File: config.mk
export PLATFORM = sky130hd
export DESIGN_NAME = bb5g_ctrl
export DESIGN_NICKNAME = d
export VERILOG_FILES = /design/src/rtl/bb5g_pkg.sv /design/src/rtl/bb5g_ctrl.sv
export SDC_FILE = /design/constraint.sdc
export NUM_CORES = 1
export LEC_CHECK = 0
export BUFFER_PORTS_ARGS = -buffer_cell sky130_fd_sc_hd__buf_2
export CAP_MARGIN = 25
export CORE_AREA = 2 2 39 41
export DETAILED_ROUTE_END_ITERATION = 10
export DIE_AREA = 0 0 41 43
export HOLD_SLACK_MARGIN = 0.02
export PLACE_DENSITY = 0.42
export SYNTH_ARGS = -nofsm -noshare
export SYNTH_HDL_FRONTEND = slang
export SYNTH_SLANG_ARGS = --single-unit
File: constraint.sdc
create_clock -name clk -period 2 [get_ports clk]
set_clock_uncertainty 0.1 [all_clocks]
set_input_delay 0.1 -clock clk [delete_from_list [all_inputs] [get_ports clk]]
set_output_delay 0.1 -clock clk [all_outputs]
set_load 0.005 [all_outputs]
File: src/rtl/bb5g_pkg.sv
`default_nettype none
package bb5g_pkg;
  localparam int MAX_WIDTH  = 2048;
  localparam int MAX_HEIGHT = 4096;
  localparam int WINDOW     = 5;
  localparam int HALF       = WINDOW / 2;
  localparam int RING_ROWS  = 3 * HALF + 1;
  localparam int WID_W      = 12;
  localparam int HGT_W      = 13;
  localparam int CFG_W      = 13;
  localparam int COL_W      = $clog2(MAX_WIDTH);
  localparam int ROW_W      = $clog2(MAX_HEIGHT) + 1;
  localparam int CNT_W      = $clog2(MAX_WIDTH * MAX_HEIGHT) + 1;
  localparam int RING_W     = $clog2(RING_ROWS);
  localparam int WIN_W      = $clog2(WINDOW);
  localparam int K_W        = $clog2(WINDOW * WINDOW + 1);
  localparam int NPIX_W     = $clog2(WINDOW * WINDOW + 1);
  localparam int SUM_W      = $clog2(WINDOW * WINDOW * 255 + 1);
  localparam int DCNT_W     = $clog2(SUM_W);
  localparam int PIX_W      = 24;
  localparam int DEPTH      = RING_ROWS * MAX_WIDTH;
  localparam int ADDR_W     = $clog2(DEPTH);
  localparam int GSUM_W     = 10;
  localparam int DIV3_MUL   = 683;
  localparam int DIV3_SH    = 11;
  localparam int RST_WIDTH  = 640;
  localparam int RST_HEIGHT = 480;

  localparam logic [0:0] REG_WIDTH  = 1'b0;
  localparam logic [0:0] REG_HEIGHT = 1'b1;

  typedef enum logic {OP_PIXEL = 1'b0, OP_DRAIN = 1'b1} op_t;

  typedef enum logic [1:0] {ST_IDLE, ST_SCAN, ST_DIV, ST_OUT} state_t;

  typedef struct packed {
    logic idle;
    logic scan;
    logic div;
    logic out_valid;
  } cmd_t;

  typedef struct packed {
    logic start;
    logic scan_done;
    logic div_done;
    logic taken;
  } sts_t;
endpackage
`default_nettype wire

File: src/rtl/bb5g_ctrl.sv
`default_nettype none
module bb5g_ctrl (
  input  wire logic           clk,
  input  wire logic           rst,
  input  wire bb5g_pkg::sts_t sts,
  output bb5g_pkg::cmd_t      cmd
);
  import bb5g_pkg::*;

  state_t state, state_next;

  always_ff @(posedge clk) begin
    if (rst) begin
      state <= ST_IDLE;
    end else begin
      state <= state_next;
    end
  end

  always_comb begin
    state_next = state;
    cmd = '0;
    case (state)
      ST_IDLE: begin
        cmd.idle = 1'b1;
        if (sts.start) state_next = ST_SCAN;
      end
      ST_SCAN: begin
        cmd.scan = 1'b1;
        if (sts.scan_done) state_next = ST_DIV;
      end
      ST_DIV: begin
        cmd.div = 1'b1;
        if (sts.div_done) state_next = ST_OUT;
      end
      ST_OUT: begin
        cmd.out_valid = 1'b1;
        if (sts.taken) state_next = ST_IDLE;
      end
      default: state_next = ST_IDLE;
    endcase
  end
endmodule
`default_nettype wire

==> flow_summary.toml, run 1 <==
[run_status]
status = "finished clean"

[clock_network]
clk_pin_slew_ps = 30
clock_tree.buffer_depth = 2
cts_buffers = 3
htree_levels = 1
cts_root_buffer = "clkbuf_4"
cts_setup_buffers = 0
cts_sinks = 2
ctsResizeCount = 0
clkLatencyLatePin_ps = 220
cts_hold_buf = 0
cts_tree = "done"

[cells_and_area]
layout_common_cells = "buf_2 (9), ha_1 (4), inv_1 (3), nand2b_1 (3), clkbuf_4 (3)"
regMostFlops = "state"
largest_reg_flops = 2
fin_cells = 47
n_antenna_cell = 0
reg.largest.list = "state: 2 flops"
syn2layout_area_growth_pct = 43.5
fin_nets = 43
final_common_cell = "buf_2"
fin_util_pct = 20.9
drive_gt1_share_pct = 45.2

[pwr]
p_leak_uw = 0.000145
cellPowerDensity_mw_per_mm2 = 1280
vdd_drop_max_uv = 364

[setup_path]
cp_slowest_stage_delay_ps = 380
critical_path_class = "reg -> reg"
crit_family = "flip-flops"
crit_buf_inv = 1
critPathMaxFanout = 4
worstSetupEndpointType = "register"
r2r_slack_ps = 420
crit_chain = "inv_1 > ha_1 > nor2b_1 > a2111oi_4 > mux2i_1"
required_ps = 2050
crit_arrival_ps = 1630
crit_path_start_kind = "register"
cp_slowest_cell = "dfxtp_1"

[drt]
antenna_left = 0
wl_per_cell_um = 8.60
drt-pass1-iter-count = 1
finalWirelength_um = 404
vias = 172
vias_per_cell = 3.66
detail_route.iter0.violations = 0
drc = 0

[grt]
antenna_found_initial = 0
track_usage_pct = 5.91
overflow = 0
first_global_vias = 200
grt_max_degree = 5
grt_first_pass_wirelength_um = 662

[yosys]
postSynthAreaPerCell_um2 = 10.6
ys_seq_area_share_pct = 19.9
syn_area_um2 = 201
synth_seq_cells = 2
synth_cells = 19
synth_warnings = 0
syn-num-nets = 29
synth.distinct_cells = 9

[sta]
max_freq_ghz = 0.632
final_hold_viol_count = 0
final_max_slew_viol_count = 0
post-route-min-period_ps = 1580
relSlewSlack_pct = 77.3
tightest_slew_ps = 340
setup_viol = 0
tns_ps = 0
period_share_pct = 79.1
grt_setup_unrepaired = "no"

[floorplanning]
fp-row-count = 14
dieArea_mm2 = 0.00176
coreArea_mm2 = 0.00138
die_w_um = 41
io_pins = 10
die_h_um = 43
start_util_pct = 14.6

[worst_hold_path]
hold_class = "in -> reg"

[place]
placed_cells = 44
routabilityCongestion = 0.648
port_buffers = 9

[run]
cap_violations = 0
## Yosys cell counts, drive strengths merged
cell type,instances,area (µm²)
dfxtp,2,40.0
inv,3,11.3
mux2i,2,20.0
ha,4,50.1
nand2b,3,18.8
a2111oi,1,27.5
o21bai,1,7.51
nor2b,3,26.3
## per-stage QoR
stage,setup WS [ps],total power [µW],hold WS [ps],instance area [µm²]
after global placement,459,282,302,267
final,417,370,71.5,289
after detailed placement,389,292,304,267
after global routing,277,413,77.6,289
after CTS,380,383,68.0,289
after floorplan,522,225,180,201
## path summary, 6_finish.rpt
check / endpoint / cells past startpoint / from
hold / removal: state[0] / 3 / rst
setup reg to reg: state[1] / 5 / state[0]
hold reg to reg: state[1] / 2 / state[1]
setup / recovery: state[1] / 5 / state[0]
## tightest hold or removal path, stage by stage
cell      delay, ps
buf_2            90
nand2b_1         90
mux2i_1          50
## cells by family (layout without fill, tap and decap cells)
| group | Yosys count | after routing | synth area share, % |
|---|---|---|---|
| compound gates | 2 | 2 | 17.4 |
| fa+ha+maj | 4 | 4 | 24.8 |
| buf+inv | 3 | 15 | 5.59 |
| flops | 2 | 2 | 19.9 |
| mux | 2 | 2 | 9.94 |
| simple gates | 6 | 6 | 22.4 |
## power breakdown
part | switching, µW | total, µW | internal (µW)
Combinational | 92.3 | 205 | 112
Sequential | 20.3 | 79.3 | 59.0
Clock | 20.3 | 86.3 | 66.0
Total | 133 | 370 | 237
## cell type report
type | count | area (µm²)
Inverter | 3 | 11.3
Sequential cell | 2 | 40.0
Clock buffer | 3 | 22.5
Fill cell | 162 | 1090
Tap cell | 16 | 20.0
Timing Repair Buffer | 9 | 45.0
Multi-Input combinational cell | 14 | 150
## per-layer routing
metal	vias up	global-route usage [%]	wire length, µm
met5	-	0	0
met4	0	6.00	0
met3	0	3.14	54
met2	9	8.75	175
met1	78	5.10	174
li1	85	-	-
(Power assumes the default switching activity.)
==> inputs of run 2 (changes only) <==
Settings changed: PLACE_DENSITY 0.42 to 0.43.
Clock period 2 ns to 1.41 ns, I/O delays scaled along.
==> flow_summary.toml, run 2 (synthesis gave the netlist of run 1 again) <==
[setup_path]
crit_path_start_kind = "register"
critPathMaxFanout = 3
required_ps = 1450
crit_arrival_ps = 1530
r2r_slack_ps = -80
worstSetupEndpointType = "register"
r2r_end = "state[0]"
critical_path_class = "reg -> reg"
reg2reg_from = "state[0]"
rr_worst_depth = 5

[cells_and_area]
largest_reg_flops = 2
regArea_um2 = 47.5
syn2layout_area_growth_pct = 93.2
fin_nets = 48
fin_area_um2 = 389
fin_cells = 52
n_antenna_cell = 0
multi_input_area_um2 = 190
regMostFlops = "state"
reg.largest.list = "state: 2 flops"
fillers = 155
layout_common_cells = "buf_2 (9), buf_4 (4), nand2b_1 (3), nor2b_4 (3), clkbuf_4 (3)"
drive_gt1_share_pct = 75.0
final_common_cell = "buf_2"

[worst_hold_path]
hold_end = "state[1]"
min_from = "rst"
worst_hold_path.num_cells = 3
hold_class = "in -> reg"

[pwr]
cellPowerDensity_mw_per_mm2 = 2000
vdd_drop_max_uv = 607
p_leak_uw = 0.000185
p_total_uw = 778

[floorplanning]
dieArea_mm2 = 0.00176
coreArea_mm2 = 0.00138
start_util_pct = 14.6
io_pins = 10
fp-row-count = 14
die_w_um = 41
die_h_um = 43

[place]
pre_cts_slack_ps = -84.7
placed_cells = 46
port_buffers = 9
dp_hpwl_um = 367
routabilityCongestion = 0.641
placedInstanceArea_um2 = 297

[sta]
tightest_slew_ps = 332
grt_setup_unrepaired = "yes"
relSlewSlack_pct = 77.9
period_share_pct = 105
max_freq_ghz = 0.673
post-route-min-period_ps = 1490
final_hold_viol_count = 0
tns_ps = -149
final_max_slew_viol_count = 0
setup_ws_ps = -75.2
setup_viol = 2

[clock_network]
cts_root_buffer = "clkbuf_4"
cts_sinks = 2
cts_tree = "done"
htree_levels = 1
cts_buffers = 3
clkLatencyLatePin_ps = 230
clock_tree.buffer_depth = 2
clk_pin_slew_ps = 30

[grt]
antenna_found_initial = 0
overflow = 0
first_global_vias = 208
grt_max_degree = 5
grt_first_pass_wirelength_um = 814
track_usage_pct = 7.50

[drt]
wl_per_cell_um = 10.8
antenna_left = 0
vias_per_cell = 3.79
finalWirelength_um = 559
drc = 0
drt-pass1-iter-count = 1
detail_route.iter0.violations = 0
vias = 197

[run_status]
status = "finished, violations left"
violations = "setup timing"

[run]
cap_violations = 0
-- run 2: area by class of cell --
cell class,instances,share of cell area (%)
clock buffer,3,5.79
inverter,3,3.54
multi-input combinational,14,48.9
sequential,2,12.2
tap,16,5.14
timing repair buffer,14,24.4
-- run 2: worst max-delay path, stage by stage (launching register included) --
cell and delay, ps:
dfxtp_4 350, buf_12 120, ha_4 140, nor2b_4 120
a2111oi_4 330, mux2i_1 230
-- run 2: per-layer routing --
layer	global-route usage, %	part of all wire [%]	up-vias
met4	6.00	0	0
met3	3.14	7.0	0
met1	7.94	41	91
li1	-	-	96
met2	10.9	52	10
met5	0	0	-
-- run 2: power breakdown --
part,switching [µW],internal (µW)
sequential,36.6,99.2
combinational,195,317
clock,35.4,94.2
-- run 2: stage by stage --
| stage | hold slack, ps | util (%) |
|---|---|---|
| after global placement | 261 | 21.4 |
| after CTS | 41.0 | 24.0 |
| after global routing | 78.1 | 28.1 |
| after floorplan | 143 | - |
| after detailed placement | 285 | 21.4 |
| final | 49.7 | 28.1 |
-- run 2: how the worst max path moves through the flow --
stage	depth (start not counted)	slack [ps]	start	endpoint
floorplan	5	10	state[1]	state[0]
CTS	5	-80	state[1]	state[0]
detailed placement	5	-80	state[1]	state[0]
global placement	5	-30	state[1]	state[1]
finish	5	-80	state[0]	state[0]
global route	4	-150	state[1]	state[1]
-- run 2: timing repair --
item	CTS	global route
setup buffers	0	3
setup endpoints to repair	2	2
hold buffers	0	0
pin swaps	0	2
resized for setup	3	5
gates cloned	0	0
